--- src/rtl/core/upe_pkg.sv ---
// Shared types, character constants and classification functions for the percent encoder.
package upe_pkg;

    localparam logic [7:0] CHAR_PERCENT = 8'h25;
    localparam logic [7:0] CHAR_ZERO    = 8'h30;
    localparam logic [7:0] CHAR_UPPER_A = 8'h41;
    localparam logic [7:0] CHAR_LOWER_A = 8'h61;

    localparam int unsigned ADDR_WIDTH = 3;
    localparam int unsigned DATA_WIDTH = 32;

    typedef enum logic
    {
        REG_PUNCT_ESCAPE  = 1'b0,
        REG_HEX_LOWERCASE = 1'b1
    } reg_index_t;

    typedef enum logic [1:0]
    {
        PH_PCT = 2'd0,
        PH_HI  = 2'd1,
        PH_LO  = 2'd2
    } phase_t;

    typedef struct packed
    {
        logic [7:0] data;
        logic       esc;
    } class_item_t;

    typedef struct packed
    {
        logic [7:0] data;
        logic       esc;
        logic [7:0] hi_char;
        logic [7:0] lo_char;
    } hex_item_t;

    function automatic logic is_unreserved(input logic [7:0] c);
        logic r;
        r = ((c >= 8'h30) && (c <= 8'h39)) || ((c >= 8'h41) && (c <= 8'h5A)) ||
            ((c >= 8'h61) && (c <= 8'h7A)) || (c == 8'h2D) || (c == 8'h5F) ||
            (c == 8'h2E) || (c == 8'h7E);
        return r;
    endfunction

    function automatic logic is_reserved(input logic [7:0] c);
        logic r;
        case (c)
            8'h21, 8'h2A, 8'h27, 8'h28, 8'h29, 8'h3B, 8'h3A, 8'h40, 8'h26, 8'h3D,
            8'h2B, 8'h24, 8'h2C, 8'h2F, 8'h3F, 8'h25, 8'h23, 8'h5B, 8'h5D:
                r = 1'b1;
            default:
                r = 1'b0;
        endcase
        return r;
    endfunction

    function automatic logic [7:0] hex_char(input logic [3:0] nib, input logic lower);
        logic [7:0] r;
        if (nib < 4'd10)
        begin
            r = CHAR_ZERO + {4'b0000, nib};
        end
        else
        begin
            r = (lower ? CHAR_LOWER_A : CHAR_UPPER_A) + {4'b0000, nib} - 8'd10;
        end
        return r;
    endfunction

endpackage

--- src/rtl/core/url_percent_encoder.sv ---
// Top level of the percent encoder: input register, configuration registers and stage chain.
// The first character of a transaction is registered in the input register, the classify
// stage, the hex stage and the serializer before it appears on the output.
// Throughput: one input per cycle for literal bytes while out_ready stays high; an escaped
// byte holds the serializer until its three characters are out and stalls the stages behind it.
// Reset: pipeline empties, punct_escape resets to 1 and hex_lowercase to 0.
module url_percent_encoder
(
    input  logic                             clk,
    input  logic                             rst_n,
    input  logic                             psel,
    input  logic                             penable,
    input  logic                             pwrite,
    input  logic [upe_pkg::ADDR_WIDTH-1:0]   paddr,
    input  logic [upe_pkg::DATA_WIDTH-1:0]   pwdata,
    output logic [upe_pkg::DATA_WIDTH-1:0]   prdata,
    output logic                             pready,
    input  logic                             in_valid,
    output logic                             in_ready,
    input  logic [7:0]                       in_byte,
    output logic                             out_valid,
    input  logic                             out_ready,
    output logic [7:0]                       out_byte,
    output logic                             run_last
);

    logic                 punct_escape_reg;
    logic                 punct_escape_next;
    logic                 hex_lowercase_reg;
    logic                 hex_lowercase_next;
    logic                 cfg_write;
    upe_pkg::reg_index_t  cfg_index;

    logic                 in_valid_reg;
    logic                 in_valid_next;
    logic [7:0]           in_byte_reg;

    logic                 cls_in_ready;
    logic                 cls_valid;
    upe_pkg::class_item_t cls_item;
    logic                 hex_in_ready;
    logic                 hex_valid;
    upe_pkg::hex_item_t   hex_item;
    logic                 ser_in_ready;

    assign pready    = 1'b1;
    assign cfg_write = psel && penable && pwrite && pready;
    assign cfg_index = upe_pkg::reg_index_t'(paddr[2]);

    always_comb
    begin
        punct_escape_next  = punct_escape_reg;
        hex_lowercase_next = hex_lowercase_reg;
        if (cfg_write)
        begin
            unique case (cfg_index)
                upe_pkg::REG_PUNCT_ESCAPE:  punct_escape_next  = pwdata[0];
                upe_pkg::REG_HEX_LOWERCASE: hex_lowercase_next = pwdata[0];
                default:                    punct_escape_next  = punct_escape_reg;
            endcase
        end
    end

    always_comb
    begin
        unique case (cfg_index)
            upe_pkg::REG_PUNCT_ESCAPE:
                prdata = {{(upe_pkg::DATA_WIDTH-1){1'b0}}, punct_escape_reg};
            default:
                prdata = {{(upe_pkg::DATA_WIDTH-1){1'b0}}, hex_lowercase_reg};
        endcase
    end

    always_ff @(posedge clk or negedge rst_n)
    begin
        if (!rst_n)
        begin
            punct_escape_reg  <= 1'b1;
            hex_lowercase_reg <= 1'b0;
        end
        else
        begin
            punct_escape_reg  <= punct_escape_next;
            hex_lowercase_reg <= hex_lowercase_next;
        end
    end

    assign in_ready      = !in_valid_reg || cls_in_ready;
    assign in_valid_next = in_ready ? in_valid : in_valid_reg;

    always_ff @(posedge clk or negedge rst_n)
    begin
        if (!rst_n)
        begin
            in_valid_reg <= 1'b0;
        end
        else
        begin
            in_valid_reg <= in_valid_next;
        end
    end

    always_ff @(posedge clk)
    begin
        if (in_ready && in_valid)
        begin
            in_byte_reg <= in_byte;
        end
    end

    upe_classify u_classify
    (
        .clk          (clk),
        .rst_n        (rst_n),
        .punct_escape (punct_escape_reg),
        .in_valid     (in_valid_reg),
        .in_ready     (cls_in_ready),
        .in_data      (in_byte_reg),
        .out_valid    (cls_valid),
        .out_ready    (hex_in_ready),
        .out_item     (cls_item)
    );

    upe_hexgen u_hexgen
    (
        .clk           (clk),
        .rst_n         (rst_n),
        .hex_lowercase (hex_lowercase_reg),
        .in_valid      (cls_valid),
        .in_ready      (hex_in_ready),
        .in_item       (cls_item),
        .out_valid     (hex_valid),
        .out_ready     (ser_in_ready),
        .out_item      (hex_item)
    );

    upe_serializer u_serializer
    (
        .clk       (clk),
        .rst_n     (rst_n),
        .in_valid  (hex_valid),
        .in_ready  (ser_in_ready),
        .in_item   (hex_item),
        .out_valid (out_valid),
        .out_ready (out_ready),
        .out_byte  (out_byte),
        .run_last  (run_last)
    );

endmodule

--- src/rtl/core/upe_classify.sv ---
// Pipeline stage that decides whether a byte passes literally or is escaped.
module upe_classify
(
    input  logic                      clk,
    input  logic                      rst_n,
    input  logic                      punct_escape,
    input  logic                      in_valid,
    output logic                      in_ready,
    input  logic [7:0]                in_data,
    output logic                      out_valid,
    input  logic                      out_ready,
    output upe_pkg::class_item_t      out_item
);

    logic                 valid_reg;
    logic                 valid_next;
    upe_pkg::class_item_t item_reg;
    upe_pkg::class_item_t item_next;

    assign in_ready = !valid_reg || out_ready;

    always_comb
    begin
        valid_next     = in_ready ? in_valid : valid_reg;
        item_next.data = in_data;
        item_next.esc  = !(upe_pkg::is_unreserved(in_data) ||
                           (upe_pkg::is_reserved(in_data) && !punct_escape));
    end

    always_ff @(posedge clk or negedge rst_n)
    begin
        if (!rst_n)
        begin
            valid_reg <= 1'b0;
        end
        else
        begin
            valid_reg <= valid_next;
        end
    end

    always_ff @(posedge clk)
    begin
        if (in_ready && in_valid)
        begin
            item_reg <= item_next;
        end
    end

    assign out_valid = valid_reg;
    assign out_item  = item_reg;

endmodule

--- src/rtl/core/upe_hexgen.sv ---
// Pipeline stage that forms the two hex digit characters of a byte.
module upe_hexgen
(
    input  logic                      clk,
    input  logic                      rst_n,
    input  logic                      hex_lowercase,
    input  logic                      in_valid,
    output logic                      in_ready,
    input  upe_pkg::class_item_t      in_item,
    output logic                      out_valid,
    input  logic                      out_ready,
    output upe_pkg::hex_item_t        out_item
);

    logic               valid_reg;
    logic               valid_next;
    upe_pkg::hex_item_t item_reg;
    upe_pkg::hex_item_t item_next;

    assign in_ready = !valid_reg || out_ready;

    always_comb
    begin
        valid_next        = in_ready ? in_valid : valid_reg;
        item_next.data    = in_item.data;
        item_next.esc     = in_item.esc;
        item_next.hi_char = upe_pkg::hex_char(in_item.data[7:4], hex_lowercase);
        item_next.lo_char = upe_pkg::hex_char(in_item.data[3:0], hex_lowercase);
    end

    always_ff @(posedge clk or negedge rst_n)
    begin
        if (!rst_n)
        begin
            valid_reg <= 1'b0;
        end
        else
        begin
            valid_reg <= valid_next;
        end
    end

    always_ff @(posedge clk)
    begin
        if (in_ready && in_valid)
        begin
            item_reg <= item_next;
        end
    end

    assign out_valid = valid_reg;
    assign out_item  = item_reg;

endmodule

--- src/rtl/core/upe_serializer.sv ---
// Output stage that emits one literal character or the three characters of an escape.
module upe_serializer
(
    input  logic                      clk,
    input  logic                      rst_n,
    input  logic                      in_valid,
    output logic                      in_ready,
    input  upe_pkg::hex_item_t        in_item,
    output logic                      out_valid,
    input  logic                      out_ready,
    output logic [7:0]                out_byte,
    output logic                      run_last
);

    logic               valid_reg;
    logic               valid_next;
    upe_pkg::phase_t    phase_reg;
    upe_pkg::phase_t    phase_next;
    upe_pkg::hex_item_t item_reg;
    logic               last_now;
    logic               take;

    assign last_now = !item_reg.esc || (phase_reg == upe_pkg::PH_LO);
    assign take     = !valid_reg || (out_ready && last_now);
    assign in_ready = take;

    always_comb
    begin
        valid_next = valid_reg;
        phase_next = phase_reg;
        if (take)
        begin
            valid_next = in_valid;
            phase_next = upe_pkg::PH_PCT;
        end
        else if (out_ready)
        begin
            unique case (phase_reg)
                upe_pkg::PH_PCT: phase_next = upe_pkg::PH_HI;
                upe_pkg::PH_HI:  phase_next = upe_pkg::PH_LO;
                default:         phase_next = upe_pkg::PH_PCT;
            endcase
        end
    end

    always_comb
    begin
        out_byte = item_reg.data;
        if (item_reg.esc)
        begin
            unique case (phase_reg)
                upe_pkg::PH_PCT: out_byte = upe_pkg::CHAR_PERCENT;
                upe_pkg::PH_HI:  out_byte = item_reg.hi_char;
                default:         out_byte = item_reg.lo_char;
            endcase
        end
        out_valid = valid_reg;
        run_last  = last_now;
    end

    always_ff @(posedge clk or negedge rst_n)
    begin
        if (!rst_n)
        begin
            valid_reg <= 1'b0;
            phase_reg <= upe_pkg::PH_PCT;
        end
        else
        begin
            valid_reg <= valid_next;
            phase_reg <= phase_next;
        end
    end

    always_ff @(posedge clk)
    begin
        if (take && in_valid)
        begin
            item_reg <= in_item;
        end
    end

`ifndef ASSERT_OFF
    a_escape_continues: assert property (@(posedge clk) disable iff (!rst_n)
        (out_valid && out_ready && !run_last) |=> out_valid)
        else $error("Escape sequence was cut short.");

    a_phase_only_escaped: assert property (@(posedge clk) disable iff (!rst_n)
        (valid_reg && (phase_reg != upe_pkg::PH_PCT)) |-> item_reg.esc)
        else $error("Literal character advanced past its first phase.");

    a_phase_restarts: assert property (@(posedge clk) disable iff (!rst_n)
        (out_valid && out_ready && run_last) |=> (phase_reg == upe_pkg::PH_PCT))
        else $error("Phase did not restart after the last character.");

    a_hi_follows_pct: assert property (@(posedge clk) disable iff (!rst_n)
        (valid_reg && out_ready && (phase_reg == upe_pkg::PH_PCT) && item_reg.esc)
        |=> (phase_reg == upe_pkg::PH_HI))
        else $error("High digit did not follow the percent sign.");
`endif

endmodule

--- config.mk ---
export PLATFORM = sky130hd
export DESIGN_NAME = url_percent_encoder
export DESIGN_NICKNAME = d
export VERILOG_FILES = /design/src/rtl/core/upe_pkg.sv /design/src/rtl/core/url_percent_encoder.sv /design/src/rtl/core/upe_classify.sv /design/src/rtl/core/upe_hexgen.sv /design/src/rtl/core/upe_serializer.sv
export SDC_FILE = /design/constraint.sdc
export NUM_CORES = 1
export LEC_CHECK = 0
export BUFFER_PORTS_ARGS = -buffer_cell sky130_fd_sc_hd__buf_4
export CORE_UTILIZATION = 41
export DETAILED_ROUTE_END_ITERATION = 10
export PLACE_DENSITY = 0.76
export SETUP_SLACK_MARGIN = 0.3
export SLEW_MARGIN = 20
export SYNTH_ARGS = -nofsm -noshare
export SYNTH_HDL_FRONTEND = slang
export SYNTH_SLANG_ARGS = --single-unit
--- constraint.sdc ---
create_clock -name clk -period 3.9 [get_ports clk]
set_input_delay 0 -clock clk [delete_from_list [all_inputs] [get_ports clk]]
set_output_delay 0 -clock clk [all_outputs]
set_load 0.03 [all_outputs]
Word level (Yosys, flattened, before mapping)
Cells that the tools add are included.

word-level totals
  register bits after elaboration = 75
  output and inout port bits = 44

cells by class
  add/sub/neg operators = 6
  order comparisons = 8
  eq/ne operators = 25
  multiplexer cells = 10
  bitwise gates (word level) = 1
  reductions and logical operators = 35

operators with widths
  kind                                                               number
  == test 8 x 6 -> 1 bit, second input constant                      18
  == test 8 x 7 -> 1 bit, second input constant                      5
  two-way mux 8 bit                                                  3
  OR reduction 19 bit                                                1
  adder 8 x 4 -> 8 bit                                               2
  greater-or-equal comparator 8 x 7 -> 1 bit, second input constant  2
  <= comparator 8 x 7 -> 1 bit, second input constant                2
  case mux 8 bit (2 select lines)                                    1
  subtractor 8 x 4 -> 8 bit, second input constant                   2
  adder 6 x 4 -> 7 bit, first input constant                         2
  logical OR 1 bit                                                   12
  logical AND 1 bit                                                  11
  greater-or-equal comparator 8 x 6 -> 1 bit, second input constant  1
  <= comparator 8 x 6 -> 1 bit, second input constant                1
  less-than comparator 4 bit, second input constant                  2
  logical NOT 1 bit                                                  7
  two-way mux 6 bit                                                  1
  two-way mux 2 bit                                                  2
  case mux 2 bit (2 select lines)                                    1
  AND reduction 2 bit                                                2
  == test 2 x 1 -> 1 bit, second input constant                      1
  == test 2 bit, second input constant                               1
  logical NOT 2 bit                                                  1
  two-way mux 1 bit                                                  2
  other kinds (2)                                                    2

Longest topological paths before layout
Gate-level depths: netlist (run 1).

  depth after elaboration = 10
  mapped depth = 6
  depth with buffers taken out = 5

Modules after synthesis
From an unflattened synthesis (run 1), not the netlist that was laid out.

unflattened totals
  cells, all modules = 244
  area total of the unflattened synthesis = 3236.9 sq um

modules (own cells, without submodules)
  module               times used  cells an instance  area an instance (sq um)  seq. area each (sq um)
  upe_serializer       1           81                 1089.8                    825.8
  upe_hexgen           1           65                 955.9                     715.7
  url_percent_encoder  1           53                 631.9                     316.6
  upe_classify         1           45                 559.3                     295.3

Worst setup path before layout (run 1)
OpenSTA, ideal clock, no wires.

  path type = register -> register
  start = register u_serializer.phase_reg[1]
  end = register u_serializer.item_reg[0] in the netlist's numbering (enable)
  data arrival time = 2.340 ns
  required time = 3.495 ns
  path slack = 1.155 ns
  stages on the path, launching flop included = 6
  buffers on the path = 1
  period minus slack after synthesis = 2.745 ns
  cell sequence = dfrtp_1 -> buf_2 -> inv_2 -> o21ai_1 -> a21boi_2 -> nor2b_1

between the ends
  cells in the longest elaborated chain, start to end = 5

ends and longest elaborated chain
  what                    line                       source
  start, declared         upe_serializer.sv:17       upe_pkg::phase_t phase_reg;
  start signal, assigned  upe_serializer.sv:66       phase_reg <= upe_pkg::PH_PCT;
  start signal, assigned  upe_serializer.sv:71       phase_reg <= phase_next;
  == test 2 bit           upe_serializer.sv:23       assign last_now = !item_reg.esc || (phase_reg == upe_pkg::PH_LO);
  logical OR 1 bit        upe_serializer.sv:23
  named net run_last      url_percent_encoder.sv:24  output logic run_last
  logical AND 1 bit       upe_serializer.sv:24       assign take = !valid_reg || (out_ready && last_now);
  logical OR 1 bit        upe_serializer.sv:24
  logical AND 1 bit       upe_serializer.sv:77       if (take && in_valid)
  end signal, assigned    upe_serializer.sv:79       item_reg <= in_item;
  end, declared           upe_serializer.sv:19       upe_pkg::hex_item_t item_reg;

The timed path passes the listed nets, and every way through them passes these cells.
A chain may end at the register's enable or synchronous reset.

Final worst setup path (run 1)
  start = register u_serializer.phase_reg[1]
  end = register u_hexgen.item_reg, in the netlist u_hexgen.out_item[24] (enable)

between the ends
  cells in the longest elaborated chain, start to end = 6

ends and longest elaborated chain
  what                  line                  source
  == test 2 bit         upe_serializer.sv:23
  logical OR 1 bit      upe_serializer.sv:23
  logical AND 1 bit     upe_serializer.sv:24
  logical OR 1 bit      upe_serializer.sv:24
  logical OR 1 bit      upe_hexgen.sv:20      assign in_ready = !valid_reg || out_ready;
  logical AND 1 bit     upe_hexgen.sv:45      if (in_ready && in_valid)
  end signal, assigned  upe_hexgen.sv:47      item_reg <= item_next;
  end, declared         upe_hexgen.sv:17      upe_pkg::hex_item_t item_reg;

No other way between the ends.

==> run summary, run 1 <==
largest area contributor in the synthesized netlist: edfxtp_1
CP required: 3.86 ns
Pleak: 1.408 nW
CORE AREA: 7292 um2
cell area power density: 564.3 nW/um2
Synth async-reset ratio: 0.1127
measured slew at the worst slew-check pin: 0.9723 ns
number of cells upsized or downsized after cts: 0
top cells by instance count after synthesis: 63 x edfxtp_1, 32 x buf_4, 16 x nor2_1, 15 x a21oi_1, 9 x o21ai_0
Int Pwr: 1.543 mW
area grow syn2layout: 17.82%
Starting Density: 0.4274
status: complete, no violations
Setup Buffers After CTS: 0
number of diodes: 0
met1 wire length: 1976 um
post-synthesis sequential area ratio: 0.6716
count leader, synth: edfxtp_1
DRT iter0 DRCs: 106
Main synth FF type: edfxtp_1
top sig layer: met4
top cell type's share of synthesized area: 0.6070
Worst-path clk slew: 0.07 ns
DRC: 0
Final setup viols: 0
Rows: 31
Comb pwr share: 0.153
cell area after synthesis: 3117 um2
Worst Setup Start Kind: register
vias in the first global route: 1552
Unique masters post-synth: 44
CP arrival: 2.28 ns
Fmax: 430.3 MHz
Tot GR Track Use: 0.1266
width of the die: 89.19 um
Root Buffer: clkbuf_8
Finished Layout Cells: 376
CTS Buf Count: 9
Die Ht: 89.19 um
cts hold-fix bufs: 11
switching power: 0.5286 mW
Total Nets Final: 324
setup TNS: 0 ns
largest net degree at the start of global routing: 24
Peak VDD IR: 0.0002230 V
count of input and output buffers: 28
Tcrit/Tclk final: 0.5958
GP Congestion: 0.7372
routed wire length per instance: 11.87 um
Vias: 1686
Synth Area per Inst: 13.61 um2
routed length on met2: 2225 um
Post-synth EDFFs: 63
IO Pins: 94
Bufs on Longest Clock Path: 2
RSZ-0062 raised after global routing: no
FILL cells: 621
cells after synthesis: 229
final hold vios: 0
DP HPWL: 3013 um
Via density: 4.484
placed cells: 348
Fin Clk Skew: 0.008227 ns
WL met3: 195 um
synth top area cells: edfxtp_1 61%, buf_4 7.7%, dfrtp_1 5.6%
Post-Route WL: 4462 um
clock sink count: 71
CP max FO: 23
clk_lat worst skew: 0.34 ns
Max transition margin: 0.3518
maxcap violations: 0
HP Class: in2reg
grt total ovfl: 0
sequential power share: 0.499
CTS H-tree lvls: 3
CTS tree: yes
Routed Antenna Nets: 0
Die Area: 7955 um2
WS Path Type: reg2reg
Critical Path End Type: register
initial antenna violation count: 0
layout cell share with drive strength beyond 1: 0.2130
#FFs+latches synth: 71
Sw Ratio: 0.2551
Clock power frac: 0.348
Final Max Slew Viols: 0
Initial DRT Pass Iterations: 4
first-pass GRT wire length: 7196 um
Syn. warnings: 0
minimum clock period: 2.324 ns
## cells in the final DEF (no fill, tap or decap), types with 2 or more instances in the layout
cell           count
nand2b_1           7
inv_1              6
o21a_1             3
a31oi_1            3
nor2_1            16
mux2_2             6
nand2_1            8
ha_1               2
xnor2_1            3
and2_1             4
clkbuf_8          11
dfrtp_1            7
a21oi_1           15
dlygate4sd3_1     12
nand3_1            3
edfxtp_1          63
nand4_1            3
buf_4             28
a2bb2oi_1          3
nor2b_1            3
o21ai_0            9
bufinv_16          3
and3_1             4
conb_1            32
o21ai_1            2
## layout make-up
class | instances | area (um2) | share of cell area
flip-flops and latches | 71 | 2093 | 0.5700
well taps | 99 | 123.9 | 0.03373
inverters | 7 | 26.28 | 0.007155
multi-input cells | 143 | 843.3 | 0.2296
clock buffers | 11 | 151.4 | 0.04123
repair buffers | 40 | 330.3 | 0.08995
clock inverters | 5 | 103.9 | 0.02828
## power groups by stage
stage | sequential, mW | combinational, mW | clock, mW
6_report | 1.03 | 0.317 | 0.722
5_1_grt | 1.05 | 0.349 | 0.768
4_1_cts | 1.04 | 0.319 | 0.735
3_5_place_dp | 1.05 | 0.309 | 0
3_3_place_gp | 1.05 | 0.302 | 0
2_1_floorplan | 1.01 | 0.273 | 0
## routing by layer
metal / global-route usage / vias up
met5: 0 / -
met1: 0.1504 / 773
met4: 0.07504 / 0
met3: 0.03970 / 8
met2: 0.2033 / 49
li1: - / 856
## path summary, 6_finish.rpt
kind	start	endpoint	slack [ns]	depth (start not counted)
max	u_serializer.phase_reg[1]	u_hexgen.out_item[24]	1.58	5
min	out_ready	u_serializer.phase_reg[0]	0.02	3
max reg2reg	u_serializer.phase_reg[1]	u_hexgen.out_item[24]	1.58	5
min reg2reg	u_hexgen.out_item[24]	u_serializer.item_reg[24]	0.41	0
max in group asynchronous	rst_n	punct_escape_reg	3.13	3
min in group asynchronous	rst_n	u_serializer.phase_reg[1]	0.55	3
## worst max-delay path, cell delays in order, from the launching register on
cell and delay [ns]:
dfrtp_1 0.53, inv_2 0.16, o21ai_1 0.23, a21boi_2 0.14
nand2_1 0.10, and2_1 0.77
## logic make-up (layout without fill, tap and decap cells)
kind of cell | count (synthesis) | count (layout) | synth area share
AOI/OAI and AO/OA | 43 | 43 | 0.09153
DFF | 71 | 71 | 0.6716
muxes | 6 | 6 | 0.02168
adders and majority gates | 2 | 2 | 0.008028
other | 2 | 32 | 0.002410
buffers and inverters | 45 | 63 | 0.09634
xor gates and xnor gates | 3 | 3 | 0.008432
and+or+nand+nor | 57 | 57 | 0.09996
## through the flow
step	util	power (mW)	setup slack, ns	cell area, um2	hold slack [ns]
3_5_place_dp	0.4514	1.360	1.562	3292	-0.1720
2_1_floorplan	-	1.288	1.155	3229	-0.2956
6_report	0.5036	2.072	1.576	3672	0.01763
5_1_grt	0.5036	2.165	1.356	3672	0.01079
4_1_cts	0.5015	2.090	1.539	3657	0.003213
3_3_place_gp	0.4514	1.347	1.598	3292	-0.1752
(Power assumes the default switching activity.)
==> run 2, diff against run 1 <==
--- a/config.mk
+++ b/config.mk
@@ -5,10 +5,11 @@
 export SDC_FILE = /design/constraint.sdc
 export NUM_CORES = 1
 export LEC_CHECK = 0
+export ABC_AREA = 1
 export BUFFER_PORTS_ARGS = -buffer_cell sky130_fd_sc_hd__buf_4
 export CORE_UTILIZATION = 41
 export DETAILED_ROUTE_END_ITERATION = 10
-export PLACE_DENSITY = 0.76
+export PLACE_DENSITY = 0.79
 export SETUP_SLACK_MARGIN = 0.3
 export SLEW_MARGIN = 20
 export SYNTH_ARGS = -nofsm -noshare
==> constraint.sdc (replaced) <==
create_clock -name clk -period 2.05 [get_ports clk]
set_input_delay 0 -clock clk [delete_from_list [all_inputs] [get_ports clk]]
set_output_delay 0 -clock clk [all_outputs]
set_load 0.03 [all_outputs]
==> run summary, run 2 <==
count of input and output buffers: 28
Final Max Slew Viols: 0
Synth Area per Inst: 11.40 um2
clock sink count: 71
CTS H-tree lvls: 3
Vias: 1889
CP arrival: 1.61 ns
Syn. warnings: 0
cells after synthesis: 273
commonest cells after routing, fill and taps aside: 63 x edfxtp_1, 51 x nand2_1, 34 x inv_1, 32 x conb_1, 31 x buf_4
FF-to-FF setup slack: 0.44 ns
cell area power density: 1417 nW/um2
CTS tree: yes
Pleak: 1.588 nW
Total Nets Final: 379
placed cells: 400
Tcrit/Tclk final: 0.7829
Largest stage delay, worst path: 0.44 ns
Worst Setup Start Kind: register
number of diodes: 0
CP required: 2.05 ns
post-synthesis sequential area ratio: 0.6727
largest net degree at the start of global routing: 24
routed wire length per instance: 11.23 um
CTS Buf Count: 9
Synth async-reset ratio: 0.1127
Rows: 31
vias in the first global route: 1794
Final setup viols: 0
Peak VDD IR: 0.0006534 V
CP max stage cell: edfxtp_1
Tot GR Track Use: 0.1379
initial antenna violation count: 0
Bufs on Longest Clock Path: 2
clk_lat worst skew: 0.33 ns
Worst-path clk slew: 0.07 ns
Post-Route WL: 4839 um
Initial DRT Pass Iterations: 4
top cells by instance count after synthesis: 63 x edfxtp_1, 51 x nand2_1, 37 x inv_1, 33 x buf_4, 25 x nor2_1
worst-path cell chain: buf_4 > inv_1 > a21oi_1 > a21oi_1 > buf_4
WS Path Type: reg2out
DP HPWL: 3442 um
layout cell share with drive strength beyond 1: 0.1777
DRC: 0
area grow syn2layout: 18.62%
CP max FO: 9
most common cell after layout, fill and taps aside: edfxtp_1
FILL cells: 644
#FFs+latches synth: 71
cell area after synthesis: 3112 um2
width of the die: 89.12 um
Finished Layout Cells: 431
grt total ovfl: 0
Starting Density: 0.4267
Root Buffer: clkbuf_8
IO Pins: 94
Fin Clk Skew: 0.007116 ns
Unique masters post-synth: 25
HP Class: in2async
setup TNS: 0 ns
maxcap violations: 0
largest area contributor in the synthesized netlist: edfxtp_1
count leader, synth: edfxtp_1
final hold vios: 0
Post-synth EDFFs: 63
CORE AREA: 7292 um2
Die Ht: 89.12 um
first-pass GRT wire length: 7803 um
DRT iter0 DRCs: 90
minimum clock period: 1.605 ns
status: complete, no violations
Die Area: 7942 um2
Main synth FF type: edfxtp_1
Fmax: 623.0 MHz
Routed Antenna Nets: 0
top cell type's share of synthesized area: 0.6080
RSZ-0062 raised after global routing: no
Via density: 4.383
Critical Path End Type: output pin
GP Congestion: 0.9707
synth top area cells: edfxtp_1 61%, buf_4 8.0%, nand2_1 6.2%
==> run 2: cell types whose count changed in the layout (fill, tap and decap cells not counted), sizes merged, moves of 5 or more <==
cell / before / now
nor2: 16 / 26
nand2: 8 / 54
and2: 5 / 0
nand2b: 7 / 0
mux2: 6 / 0
inv: 7 / 37
==> run 2: path summary, 6_finish.rpt <==
kind | start | endpoint | depth (start not counted)
min reg2reg | u_hexgen.out_item[24] | u_serializer.item_reg[24] | 0
max | u_serializer.item_reg[16] | out_byte[6] | 5
min | rst_n | hex_lowercase_reg | 2
min in group clk | penable | punct_escape_reg | 3
max reg2reg | u_serializer.phase_reg[1] | in_byte_reg[5] | 8
max in group asynchronous | rst_n | punct_escape_reg | 2
==> run 2: cell families (layout without fill, tap and decap cells) <==
group | count (synthesis) | after routing | share of synthesized area
xor+xnor | 2 | 2 | 0.005630
flops | 71 | 71 | 0.6727
buf+inv | 71 | 100 | 0.1255
other cells | 2 | 32 | 0.002413
simple gates | 94 | 94 | 0.1267
compound gates | 31 | 31 | 0.05911
fa+ha+maj | 2 | 2 | 0.008041
==> run 2: cell type report <==
class | count | area (um2) | share of cell area
clock buffers | 10 | 127.6 | 0.03458
clock inverters | 6 | 51.30 | 0.01390
inverters | 38 | 148.9 | 0.04034
multi-input cells | 161 | 760.7 | 0.2061
flip-flops and latches | 71 | 2095 | 0.5675
well taps | 99 | 123.9 | 0.03356
repair buffers | 46 | 384.1 | 0.1041
==> run 2: metal layers <==
| layer | part of all wire | global-route usage | wire length [um] | vias to the layer above |
|---|---|---|---|---|
| li1 | - | - | - | 953 |
| met1 | 0.41 | 0.1482 | 1982 | 865 |
| met2 | 0.53 | 0.2387 | 2558 | 63 |
| met3 | 0.046 | 0.04801 | 221 | 8 |
| met4 | 0.016 | 0.07504 | 76 | 0 |
| met5 | 0 | 0 | 0 | - |
==> run 2: what timing repair did <==
item                       4_1_cts  5_1_grt
hold buffers                    14        0
setup endpoints to repair        0       68
setup buffers                    0        1
gates resized for setup          0        7
hold endpoints to repair        22        0
==> run 2: worst max-delay path: cells and delay by family (launching register included) <==
kind | cells | cell delay [ns]
DFF | 1 | 0.44
AOI/OAI and AO/OA | 2 | 0.27
buffers and inverters | 3 | 0.58
==> run 2: through the flow <==
stage	utilization	hold slack [ns]	total power [mW]	worst slack, ns	cell area (um2)
detailed placement	0.4592	-0.1688	4.197	0.3531	3348
floorplan	-	-0.2956	3.709	0.3158	3239
finish	0.5062	0.02529	5.232	0.4450	3691
global route	0.5062	0.01895	5.570	0.3056	3691
CTS	0.5029	0.007569	5.236	0.3084	3667
global placement	0.4592	-0.1727	4.113	0.3823	3348
==> run 2: power breakdown <==
part	internal (mW)	switching, mW	total [mW]
Clock	0.545	0.456	1.00
Sequential	2.37	0.240	2.61
Combinational	0.506	1.11	1.62
Total	3.42	1.81	5.23
